==> config.mk <==
export PLATFORM = sky130hd
export DESIGN_NAME = png_chunk_stream_parser
export DESIGN_NICKNAME = d
export VERILOG_FILES = /design/src/hw/rtl/pcsp_pkg.sv /design/src/hw/rtl/pcsp_core.sv /design/src/hw/rtl/png_chunk_stream_parser.sv
export SDC_FILE = /design/constraint.sdc
export NUM_CORES = 1
export LEC_CHECK = 0
export ABC_CLOCK_PERIOD_IN_PS = 11550
export BUFFER_PORTS_ARGS = -buffer_cell sky130_fd_sc_hd__buf_2
export CAP_MARGIN = 5
export CORE_MARGIN = 4
export CORE_UTILIZATION = 54
export DETAILED_ROUTE_END_ITERATION = 10
export PLACE_DENSITY = 0.73
export RECOVER_POWER = 100
export SYNTH_ARGS = -nofsm -noshare
export SYNTH_HDL_FRONTEND = slang
export SYNTH_HIERARCHICAL = 1
export SYNTH_SLANG_ARGS = --single-unit
==> constraint.sdc <==
create_clock -name aclk -period 11.55 [get_ports aclk]
set_input_delay 2.31 -clock aclk [delete_from_list [all_inputs] [get_ports aclk]]
set_output_delay 2.31 -clock aclk [all_outputs]
set_load 0.05 [all_outputs]
==> src/hw/rtl/pcsp_pkg.sv <==
// Shared constants, result type, signature bytes and CRC-32 byte update for the PNG chunk stream parser.
`timescale 1ns / 1ps
`default_nettype none

package pcsp_pkg;

    localparam logic [2:0] KIND_OTHER   = 3'd0;
    localparam logic [2:0] KIND_HEADER  = 3'd1;
    localparam logic [2:0] KIND_PALETTE = 3'd2;
    localparam logic [2:0] KIND_IMAGE   = 3'd3;
    localparam logic [2:0] KIND_END     = 3'd4;

    localparam logic [2:0] ST_BUSY       = 3'd0;
    localparam logic [2:0] ST_BAD_SIG    = 3'd1;
    localparam logic [2:0] ST_BAD_HDRLEN = 3'd2;
    localparam logic [2:0] ST_CRC_ERR    = 3'd3;
    localparam logic [2:0] ST_NO_IMAGE   = 3'd4;
    localparam logic [2:0] ST_DONE       = 3'd5;

    localparam logic [31:0] CRC_POLY = 32'hEDB8_8320;
    localparam logic [31:0] CRC_INIT = 32'hFFFF_FFFF;
    localparam logic [31:0] HDR_LEN  = 32'd13;

    localparam logic [31:0] TYPE_IDAT = 32'h4944_4154;
    localparam logic [31:0] TYPE_PLTE = 32'h504C_5445;
    localparam logic [31:0] TYPE_IEND = 32'h4945_4E44;

    typedef struct packed {
        logic [7:0]  payload_byte;
        logic        payload_valid;
        logic [2:0]  chunk_kind;
        logic        chunk_done;
        logic [2:0]  status;
        logic [31:0] image_width;
        logic [31:0] image_height;
        logic [7:0]  sample_depth;
        logic [7:0]  color_kind;
        logic [7:0]  interlace_mode;
    } result_t;

    function automatic logic [7:0] sig_byte(input logic [2:0] idx);
        logic [7:0] v;
        case (idx)
            3'd0: v = 8'h89;
            3'd1: v = 8'h50;
            3'd2: v = 8'h4e;
            3'd3: v = 8'h47;
            3'd4: v = 8'h0d;
            3'd5: v = 8'h0a;
            3'd6: v = 8'h1a;
            3'd7: v = 8'h0a;
            default: v = 8'h00;
        endcase
        return v;
    endfunction

    function automatic logic [31:0] crc_feed(input logic [31:0] c_in, input logic [7:0] b);
        logic [31:0] c;
        c = c_in ^ {24'd0, b};
        for (int i = 0; i < 8; i++) begin
            c = c[0] ? ((c >> 1) ^ CRC_POLY) : (c >> 1);
        end
        return c;
    endfunction

endpackage

`default_nettype wire

==> src/hw/rtl/pcsp_core.sv <==
// Parser state, chunk framing and CRC check; produces the result for the byte being processed.
`timescale 1ns / 1ps
`default_nettype none

module pcsp_core (
    input  wire logic              aclk,
    input  wire logic              aresetn,
    input  wire logic              advance,
    input  wire logic [7:0]        data_byte,
    output pcsp_pkg::result_t      result
);
    import pcsp_pkg::*;

    typedef enum logic [2:0] {
        PH_SIG,
        PH_HLEN,
        PH_HBODY,
        PH_HCRC,
        PH_CLEN,
        PH_CTYPE,
        PH_CDATA,
        PH_CCRC
    } phase_t;

    phase_t      phase_reg, phase_next;
    logic [31:0] byte_count_reg, byte_count_next;
    logic [31:0] chunk_length_reg, chunk_length_next;
    logic [31:0] chunk_type_reg, chunk_type_next;
    logic [31:0] crc_accum_reg, crc_accum_next;
    logic [31:0] crc_rx_reg, crc_rx_next;
    logic        seen_image_reg, seen_image_next;
    logic [2:0]  status_reg, status_next;
    logic [31:0] width_reg, width_next;
    logic [31:0] height_reg, height_next;
    logic [23:0] header_reg, header_next;

    logic [31:0] cnt_inc;
    logic [31:0] crc_fed;
    logic [31:0] rx_shift;
    logic [31:0] len_shift;
    logic [31:0] type_shift;
    logic [2:0]  kind;
    logic        pv;
    logic [7:0]  pb;
    logic        done;

    function automatic logic [2:0] kind_of(input logic [31:0] t);
        logic [2:0] k;
        if (t == TYPE_IDAT) begin
            k = KIND_IMAGE;
        end else if (t == TYPE_PLTE) begin
            k = KIND_PALETTE;
        end else if (t == TYPE_IEND) begin
            k = KIND_END;
        end else begin
            k = KIND_OTHER;
        end
        return k;
    endfunction

    assign cnt_inc    = byte_count_reg + 32'd1;
    assign crc_fed    = crc_feed(crc_accum_reg, data_byte);
    assign rx_shift   = {crc_rx_reg[23:0], data_byte};
    assign len_shift  = {chunk_length_reg[23:0], data_byte};
    assign type_shift = {chunk_type_reg[23:0], data_byte};

    always_comb begin
        phase_next        = phase_reg;
        byte_count_next   = byte_count_reg;
        chunk_length_next = chunk_length_reg;
        chunk_type_next   = chunk_type_reg;
        crc_accum_next    = crc_accum_reg;
        crc_rx_next       = crc_rx_reg;
        seen_image_next   = seen_image_reg;
        status_next       = status_reg;
        width_next        = width_reg;
        height_next       = height_reg;
        header_next       = header_reg;
        kind              = KIND_OTHER;
        pv                = 1'b0;
        pb                = 8'd0;
        done              = 1'b0;

        if (status_reg == ST_BUSY) begin
            case (phase_reg)
                PH_SIG: begin
                    if (data_byte != sig_byte(byte_count_reg[2:0])) begin
                        status_next = ST_BAD_SIG;
                    end else if (cnt_inc >= 32'd8) begin
                        phase_next        = PH_HLEN;
                        byte_count_next   = 32'd0;
                        chunk_length_next = 32'd0;
                    end else begin
                        byte_count_next = cnt_inc;
                    end
                end
                PH_HLEN: begin
                    kind              = KIND_HEADER;
                    chunk_length_next = len_shift;
                    byte_count_next   = cnt_inc;
                    if (cnt_inc >= 32'd4) begin
                        if (len_shift != HDR_LEN) begin
                            status_next = ST_BAD_HDRLEN;
                        end else begin
                            phase_next      = PH_HBODY;
                            byte_count_next = 32'd0;
                            crc_accum_next  = CRC_INIT;
                        end
                    end
                end
                PH_HBODY: begin
                    kind           = KIND_HEADER;
                    crc_accum_next = crc_fed;
                    if (byte_count_reg < 32'd4) begin
                        chunk_type_next = type_shift;
                    end else if (byte_count_reg < 32'd8) begin
                        width_next = {width_reg[23:0], data_byte};
                    end else if (byte_count_reg < 32'd12) begin
                        height_next = {height_reg[23:0], data_byte};
                    end else if (byte_count_reg == 32'd12) begin
                        header_next[23:16] = data_byte;
                    end else if (byte_count_reg == 32'd13) begin
                        header_next[15:8] = data_byte;
                    end else if (byte_count_reg == 32'd16) begin
                        header_next[7:0] = data_byte;
                    end
                    byte_count_next = cnt_inc;
                    if (cnt_inc >= 32'd17) begin
                        phase_next      = PH_HCRC;
                        byte_count_next = 32'd0;
                        crc_rx_next     = 32'd0;
                    end
                end
                PH_HCRC: begin
                    kind            = KIND_HEADER;
                    crc_rx_next     = rx_shift;
                    byte_count_next = cnt_inc;
                    if (cnt_inc >= 32'd4) begin
                        done = 1'b1;
                        if (~crc_accum_reg != rx_shift) begin
                            status_next = ST_CRC_ERR;
                        end else begin
                            phase_next        = PH_CLEN;
                            byte_count_next   = 32'd0;
                            chunk_length_next = 32'd0;
                        end
                    end
                end
                PH_CLEN: begin
                    chunk_length_next = len_shift;
                    byte_count_next   = cnt_inc;
                    if (cnt_inc >= 32'd4) begin
                        phase_next      = PH_CTYPE;
                        byte_count_next = 32'd0;
                        crc_accum_next  = CRC_INIT;
                    end
                end
                PH_CTYPE: begin
                    crc_accum_next  = crc_fed;
                    chunk_type_next = type_shift;
                    byte_count_next = cnt_inc;
                    if (cnt_inc >= 32'd4) begin
                        kind            = kind_of(type_shift);
                        byte_count_next = 32'd0;
                        crc_rx_next     = 32'd0;
                        if (kind == KIND_END) begin
                            status_next = seen_image_reg ? ST_DONE : ST_NO_IMAGE;
                        end else begin
                            if (kind == KIND_IMAGE) begin
                                seen_image_next = 1'b1;
                            end
                            phase_next = (chunk_length_reg != 32'd0) ? PH_CDATA : PH_CCRC;
                        end
                    end
                end
                PH_CDATA: begin
                    kind           = kind_of(chunk_type_reg);
                    crc_accum_next = crc_fed;
                    if (kind == KIND_PALETTE || kind == KIND_IMAGE) begin
                        pv = 1'b1;
                        pb = data_byte;
                    end
                    byte_count_next = cnt_inc;
                    if (cnt_inc >= chunk_length_reg) begin
                        phase_next      = PH_CCRC;
                        byte_count_next = 32'd0;
                        crc_rx_next     = 32'd0;
                    end
                end
                PH_CCRC: begin
                    kind            = kind_of(chunk_type_reg);
                    crc_rx_next     = rx_shift;
                    byte_count_next = cnt_inc;
                    if (cnt_inc >= 32'd4) begin
                        done = 1'b1;
                        if ((kind == KIND_PALETTE || kind == KIND_IMAGE)
                                && (~crc_accum_reg != rx_shift)) begin
                            status_next = ST_CRC_ERR;
                        end else begin
                            phase_next        = PH_CLEN;
                            byte_count_next   = 32'd0;
                            chunk_length_next = 32'd0;
                        end
                    end
                end
                default: begin
                    phase_next = PH_SIG;
                end
            endcase
        end
    end

    always_comb begin
        result.payload_byte   = pb;
        result.payload_valid  = pv;
        result.chunk_kind     = kind;
        result.chunk_done     = done;
        result.status         = status_next;
        result.image_width    = width_next;
        result.image_height   = height_next;
        result.sample_depth   = header_next[23:16];
        result.color_kind     = header_next[15:8];
        result.interlace_mode = header_next[7:0];
    end

    always_ff @(posedge aclk) begin
        if (!aresetn) begin
            phase_reg        <= PH_SIG;
            byte_count_reg   <= 32'd0;
            chunk_length_reg <= 32'd0;
            chunk_type_reg   <= 32'd0;
            crc_accum_reg    <= CRC_INIT;
            crc_rx_reg       <= 32'd0;
            seen_image_reg   <= 1'b0;
            status_reg       <= ST_BUSY;
            width_reg        <= 32'd0;
            height_reg       <= 32'd0;
            header_reg       <= 24'd0;
        end else if (advance) begin
            phase_reg        <= phase_next;
            byte_count_reg   <= byte_count_next;
            chunk_length_reg <= chunk_length_next;
            chunk_type_reg   <= chunk_type_next;
            crc_accum_reg    <= crc_accum_next;
            crc_rx_reg       <= crc_rx_next;
            seen_image_reg   <= seen_image_next;
            status_reg       <= status_next;
            width_reg        <= width_next;
            height_reg       <= height_next;
            header_reg       <= header_next;
        end
    end

    a_status_sticky: assert property (@(posedge aclk) disable iff (!aresetn)
        (status_reg != ST_BUSY) |=> (status_reg == $past(status_reg)))
        else $error("status left a final code");

    a_done_in_crc: assert property (@(posedge aclk) disable iff (!aresetn)
        (advance && result.chunk_done) |-> (phase_reg == PH_HCRC || phase_reg == PH_CCRC))
        else $error("chunk done outside a CRC field");

    a_busy_in_work: assert property (@(posedge aclk) disable iff (!aresetn)
        (advance && status_reg == ST_BUSY && phase_reg == PH_CDATA) |=>
            (phase_reg == PH_CDATA || phase_reg == PH_CCRC))
        else $error("data field left to an unexpected phase");

endmodule

`default_nettype wire

==> src/hw/rtl/png_chunk_stream_parser.sv <==
// Top level of the PNG chunk stream parser: input register, parser core and result register.
`timescale 1ns / 1ps
`default_nettype none
// Each byte goes through the input register and then the result register to the m_ side.
// One byte per cycle if m_ready holds; the core's CRC-32 byte update is the longest path.
// One result transfer per input transfer, in order; both sides may stall freely.
// Reset (aresetn low, synchronous): parser returns to the signature check, status busy,
// captured header fields zero, both pipeline registers empty.

module png_chunk_stream_parser (
    input  wire logic        aclk,
    input  wire logic        aresetn,
    input  wire logic        s_valid,
    output logic             s_ready,
    input  wire logic [7:0]  s_data_byte,
    output logic             m_valid,
    input  wire logic        m_ready,
    output logic [7:0]       m_payload_byte,
    output logic             m_payload_valid,
    output logic [2:0]       m_chunk_kind,
    output logic             m_chunk_done,
    output logic [2:0]       m_status,
    output logic [31:0]      m_image_width,
    output logic [31:0]      m_image_height,
    output logic [7:0]       m_sample_depth,
    output logic [7:0]       m_color_kind,
    output logic [7:0]       m_interlace_mode
);
    import pcsp_pkg::*;

    logic       in_valid_reg;
    logic [7:0] in_byte_reg;
    logic       out_valid_reg;
    result_t    out_reg;
    result_t    core_result;
    logic       advance;

    assign advance = in_valid_reg && (!out_valid_reg || m_ready);
    assign s_ready = !in_valid_reg || advance;

    pcsp_core u_core (
        .aclk      (aclk),
        .aresetn   (aresetn),
        .advance   (advance),
        .data_byte (in_byte_reg),
        .result    (core_result)
    );

    always_ff @(posedge aclk) begin
        if (!aresetn) begin
            in_valid_reg  <= 1'b0;
            out_valid_reg <= 1'b0;
        end else begin
            if (s_valid && s_ready) begin
                in_valid_reg <= 1'b1;
            end else if (advance) begin
                in_valid_reg <= 1'b0;
            end
            if (advance) begin
                out_valid_reg <= 1'b1;
            end else if (m_ready) begin
                out_valid_reg <= 1'b0;
            end
        end
    end

    always_ff @(posedge aclk) begin
        if (s_valid && s_ready) begin
            in_byte_reg <= s_data_byte;
        end
        if (advance) begin
            out_reg <= core_result;
        end
    end

    assign m_valid          = out_valid_reg;
    assign m_payload_byte   = out_reg.payload_byte;
    assign m_payload_valid  = out_reg.payload_valid;
    assign m_chunk_kind     = out_reg.chunk_kind;
    assign m_chunk_done     = out_reg.chunk_done;
    assign m_status         = out_reg.status;
    assign m_image_width    = out_reg.image_width;
    assign m_image_height   = out_reg.image_height;
    assign m_sample_depth   = out_reg.sample_depth;
    assign m_color_kind     = out_reg.color_kind;
    assign m_interlace_mode = out_reg.interlace_mode;

    a_payload_kind: assert property (@(posedge aclk) disable iff (!aresetn)
        (out_valid_reg && out_reg.payload_valid) |->
            (out_reg.chunk_kind == KIND_PALETTE || out_reg.chunk_kind == KIND_IMAGE))
        else $error("payload transfer outside a palette or image chunk");

    a_payload_busy: assert property (@(posedge aclk) disable iff (!aresetn)
        (out_valid_reg && out_reg.payload_valid) |->
            (out_reg.status == ST_BUSY && !out_reg.chunk_done))
        else $error("payload transfer with final status or on a CRC byte");

    a_hold_on_stall: assert property (@(posedge aclk) disable iff (!aresetn)
        (out_valid_reg && !m_ready) |=> (out_valid_reg && $stable(out_reg)))
        else $error("result register overwritten while stalled");

endmodule

`default_nettype wire

## After elaboration in Yosys (flattened, before gate mapping)

Memories as Yosys holds them, arrays and structs flattened. A register that Yosys moved wholly into a read port is not among the register bits.
Index checks and enable logic that the tools add are counted.

| storage, ports and cells | value |
|---|---|
| bits in registers | 361 |
| latch bits | 0 |
| memory bits (writable) | 0 |
| bits in read-only memories | 56 |
| input port bits | 12 |
| memories | 1 |

Memories:

| name | words | width | rd ports | clocked after memory_dff | wr ports | line | source |
|---|---|---|---|---|---|---|---|
| (name not given) | 8 | 7 | 1 | 1 | 0 | pcsp_pkg.sv:43 | `case (idx)` |

| cells by class | value |
|---|---|
| $add $sub $neg | 1 |
| order comparisons | 7 |
| div/mod/pow operators | 0 |
| bitwise operators | 11 |
| reduce and logical (&&, ||, !) cells | 33 |
| multiplexer cells | 108 |
| multipliers | 0 |
| shifts and indexed selects | 0 |
| equal/unequal tests | 39 |

Operators with widths:

| operator | count |
|---|---|
| 32-bit 2-to-1 mux | 38 |
| 32-bit one-hot mux with 7 select lines | 1 |
| 32-bit by 31-bit == test with 1-bit output, second input constant | 6 |
| 24-bit 2-to-1 mux | 8 |
| 32-bit one-hot mux with 4 select lines | 1 |
| 3-bit 2-to-1 mux | 39 |
| 13-bit NOT with 14-bit output | 8 |
| 24-bit one-hot mux with 4 select lines | 1 |
| 32-bit one-hot mux with 3 select lines | 1 |
| 32-bit by 4-bit == test with 1-bit output, second input constant | 2 |
| 32-bit by 4-bit < comparator with 1-bit output, second input constant | 2 |
| 32-bit one-hot mux with 2 select lines | 1 |
| 8-bit 2-to-1 mux | 6 |
| 32-bit by 1-bit adder with 32-bit output, second input constant | 1 |
| 32-bit by 5-bit == test with 1-bit output, second input constant | 1 |
| 32-bit by 3-bit greater-or-equal comparator with 1-bit output, second input constant | 1 |
| 32-bit greater-or-equal comparator | 1 |
| 32-bit by 4-bit greater-or-equal comparator with 1-bit output, second input constant | 1 |
| 32-bit by 5-bit greater-or-equal comparator with 1-bit output, second input constant | 1 |
| 32-bit by 3-bit < comparator with 1-bit output, second input constant | 1 |
| 32-bit != test | 1 |
| 32-bit by 4-bit != test with 1-bit output, second input constant | 1 |
| 32-bit NOT | 1 |
| 32-bit nonzero test | 1 |
| 28 further kinds | 74 |

## Logic depth before layout (Yosys ltp)

| logic depth | value |
|---|---|
| word-level depth | 18 |
| depth in mapped cells | 23 |
| depth with buffers taken out | 21 |

## By module

The synthesis kept the hierarchy.

Modules (own cells, without submodules):

| module | area an instance (um^2) | seq. area each (um^2) | cells an instance | times used |
|---|---|---|---|---|
| pcsp_core | 14463.9 | 5084.9 | 1650 | 1 |
| png_chunk_stream_parser | 3467.1 | 3403.3 | 121 | 1 |

## Worst setup path before layout

No wires, ideal clock.

| path | value |
|---|---|
| kind | input -> register |
| start | input port m_ready |
| end | register (tool-made name) |
| library setup time | 0.123 ns |
| stages on the path | 11 |
| required time | 11.427 ns |
| arrival time | 9.543 ns |
| path slack | 1.883 ns |
| path buffers | 1 |
| cell sequence | nor2b_4 -> nor2b_1 -> inv_1 -> nor2_1 -> nand2b_1 -> clkbuf_1 -> nor2_2 -> mux2_2 -> and2_1 -> ha_1 -> mux2_1 |

RTL lines:

| element | line | source |
|---|---|---|
| start, declared | png_chunk_stream_parser.sv:17 | `input wire logic m_ready,` |

==> impl_metrics.env <==
export IMPL_rsz0062_at_grt="no"
export IMPL_reg2reg_from="m_valid$_SDFFE_PN0P_"
export IMPL_worstPathCellList="clkbuf_1 -> nor2b_1 -> nor2b_4 -> clkbuf_1 -> inv_2 -> buf_4 -> nor3_1 -> clkbuf_1 -> nand2_1 -> a2bb2oi_1 -> nor2_1 -> inv_1 -> ha_1 -> mux2_1"
export IMPL_ctsHoldBuffers=0
export IMPL_multi_input_area_um2=8660
export IMPL_start_kind="input port"
export IMPL_fin_skew_ps=20.1
export IMPL_period_share=0.697
export IMPL_clock_latency_ps=560
export IMPL_cpPeakStageDelay_ps=2800
export IMPL_vias=13410
export IMPL_status="complete, but fails checks"
export IMPL_violations="capacitance limit, slew limit"
export IMPL_grt_overflow=0
export IMPL_end_kind="flip-flop"
export IMPL_cts_resized=0
export IMPL_maxCapViolCount=6
export IMPL_setup_viol=0
export IMPL_syn_avg_cell_area_um2=10.1
export IMPL_fp_dieH_um=190
export IMPL_ios=118
export IMPL_fmax_mhz=124
export IMPL_hpwl_um=27900
export IMPL_port_buffers=117
export IMPL_diodes=0
export IMPL_drv_slew=240
export IMPL_drive_above_1_share=0.114
export IMPL_synth_cell_area_um2=17900
export IMPL_remaining_drc_errors=0
export IMPL_nFillCells=2737
export IMPL_syn_num_nets=1826
export IMPL_holdCritPathClass="flip-flop to flip-flop"
export IMPL_clockBufferDepth=3
export IMPL_min_period_ps=8050
export IMPL_firstDrtPassIters=8
export IMPL_antenna_found_initial=2
export IMPL_grt_pass1_wl_um=69600
export IMPL_rrSetupSlack_ps=4940
export IMPL_finalNetCount=1882
export IMPL_max_slew_margin=-1.67
export IMPL_coreArea_um2=32600
export IMPL_place_area_um2=18700
export IMPL_slowest_stage="clkbuf_1"
export IMPL_power_density_nw_per_um2=149
export IMPL_die_w_um=190
export IMPL_synthToLayoutAreaGrowth_pct=11.0
export IMPL_drtIter0Drc=1078
export IMPL_hold_path_depth=2
export IMPL_finalPower_mw=2.95
export IMPL_r2r_cells=13
export IMPL_syn_inst=1771
export IMPL_min_from="u_core/header_reg[23]$_SDFFE_PN0P_"
export IMPL_cts_root_buf="clkbuf_16"
export IMPL_initial_utilization=0.550
export IMPL_tns_ps=0
export IMPL_required_ps=11990
export IMPL_routedWlPerCell_um=18.7
export IMPL_track_usage=0.235
export IMPL_die_area_um2=36200
export IMPL_gp_congestion=0.920
export IMPL_crit_arrival_ps=8490
export IMPL_grt_max_degree=94
export IMPL_clkTransAtPathRegs_ps=60
export IMPL_vdd_drop_max_mv=0.142
export IMPL_synth_seq_cells=368
export IMPL_htreeDepth=2
export IMPL_ys_warn_count=6
export IMPL_min_to="u_core/header_reg[23]$_SDFFE_PN0P_"
export IMPL_worst_path_buf_inv=6
export IMPL_hold_viol_final=0
export IMPL_critical_path_class="input port to flip-flop"
export IMPL_grt_pass1_vias=12870
export IMPL_path_delay_family="buffers and inverters"
export IMPL_ys_types=79
export IMPL_register_area_um2=8490
export IMPL_cts_tree="done"
export IMPL_avgViaCountPerCell=5.83
export IMPL_ys_flop_type="dfxtp_1"
export IMPL_wl_um=43100
export IMPL_p_leak_nw=8.10
export IMPL_seq_area_frac_synth=0.473
export IMPL_ant_nets=0
export IMPL_crit_top_cell="clkbuf_1"
export IMPL_worstMarginPinSlew_ps=4010
export IMPL_post_route_cell_area_um2=19900
export IMPL_clock_sinks=368
export IMPL_worstPathMaxFanout=89
export IMPL_rows=66
export IMPL_post_cts_setup_buffers=0
export IMPL_async_flop_share=0
export IMPL_synth_edf_count=112
export IMPL_cts_made_buffers=39
==> cell usage in the layout, fill, tap and decap left out, types with 23 or more instances in the layout <==
| master | instances |
|---|---|
| dfxtp_1 | 256 |
| nand2_1 | 136 |
| nor2_1 | 123 |
| clkbuf_1 | 120 |
| edfxtp_1 | 112 |
| xnor2_1 | 87 |
| nand3_1 | 80 |
| o211a_1 | 73 |
| or2_2 | 71 |
| a21oi_1 | 67 |
| mux2_1 | 65 |
| xor2_1 | 55 |
| inv_1 | 49 |
| ha_1 | 43 |
| clkbuf_16 | 40 |
| a22oi_1 | 33 |
| mux2i_1 | 33 |
| o31a_1 | 32 |
| nor4_1 | 31 |
| o21ai_0 | 30 |
| nand4_1 | 28 |
| mux2_2 | 26 |
| nor2b_1 | 25 |
| nor3_1 | 23 |
==> per-stage QoR <==
stage / utilization / setup slack (ps) / hold slack [ps] / cells
floorplan: - / 1880 / 428 / 1771
global placement: 0.574 / 5720 / 435 / 2228
detailed placement: 0.574 / 5560 / 446 / 2228
CTS: 0.616 / 5950 / 454 / 2299
global route: 0.610 / 2840 / 482 / 2299
finish: 0.610 / 3500 / 451 / 2299
==> area by class of cell <==
class | instances | area share
Inverter | 51 | 0.00975
Timing Repair Buffer | 144 | 0.0316
Clock inverter | 20 | 0.0131
Tap cell | 442 | 0.0278
Multi-Input combinational cell | 1223 | 0.435
Sequential cell | 368 | 0.427
Clock buffer | 51 | 0.0559
==> worst register-to-register path, delay by kind of cell (launching register included) <==
| kind | cells | cell delay, ps |
|---|---|---|
| AO/OA/AOI/OAI | 1 | 190 |
| adder cells (fa/ha/maj) | 1 | 280 |
| buffers and inverters | 5 | 4420 |
| flip-flops | 1 | 340 |
| multiplexers | 1 | 280 |
| AND/OR/NAND/NOR | 5 | 990 |
==> per-layer routing <==
| layer | global-route usage | vias up | wire length [um] |
|---|---|---|---|
| li1 | - | 6437 | - |
| met3 | 0.0330 | 58 | 2300 |
| met2 | 0.379 | 398 | 20100 |
| met4 | 0.0610 | 0 | 849 |
| met5 | 0 | - | 0 |
| met1 | 0.335 | 6517 | 19800 |
==> power by group <==
group | internal [mW] | switching [mW]
logic | 0.0810 | 0.176
clock network | 0.780 | 0.526
registers | 1.37 | 0.0182
==> synthesized netlist by cell type, drive strengths merged, types with 16 or more instances <==
cell,number,share of area
a21boi,17,0.0071
a21oi,68,0.019
a22oi,33,0.014
buf,40,0.014
clkbuf,89,0.019
dfxtp,256,0.29
edfxtp,112,0.19
ha,43,0.030
inv,50,0.010
mux2,91,0.057
mux2i,33,0.018
nand2,138,0.029
nand3,81,0.024
nand3b,16,0.0074
nand4,29,0.011
nor2,124,0.026
nor2b,26,0.0095
nor3,24,0.0070
nor4,32,0.013
o211a,74,0.041
o21ai,32,0.0089
o31a,33,0.016
or2,71,0.025
xnor2,87,0.042
xor2,55,0.027
==> how the worst max path moves through the flow <==
stage	from	end	slack [ps]	cells after the start
after detailed placement	m_ready	u_core/chunk_length_reg[22]$_SDFFE_PN0P_	5560	13
after global routing	m_ready	flip-flop	2840	14
after CTS	u_core/byte_count_reg[0]$_SDFFE_PN0P_	flip-flop	5950	21
after floorplan	m_ready	flip-flop	1880	11
after global placement	m_ready	u_core/chunk_length_reg[30]$_SDFFE_PN0P_	5720	13
final	m_ready	flip-flop	3500	14
==> cells by family (layout without fill, tap and decap cells) <==
logic type      Yosys count  after routing  share of synthesized area
mux                     124            124                     0.0756
simple gates            596            596                      0.174
flops                   368            368                      0.473
xor+xnor                142            142                     0.0694
compound gates          318            318                      0.135
buf+inv                 180            266                     0.0435
fa+ha+maj                43             43                     0.0300
No activity file was read; power rests on OpenSTA's default activity.
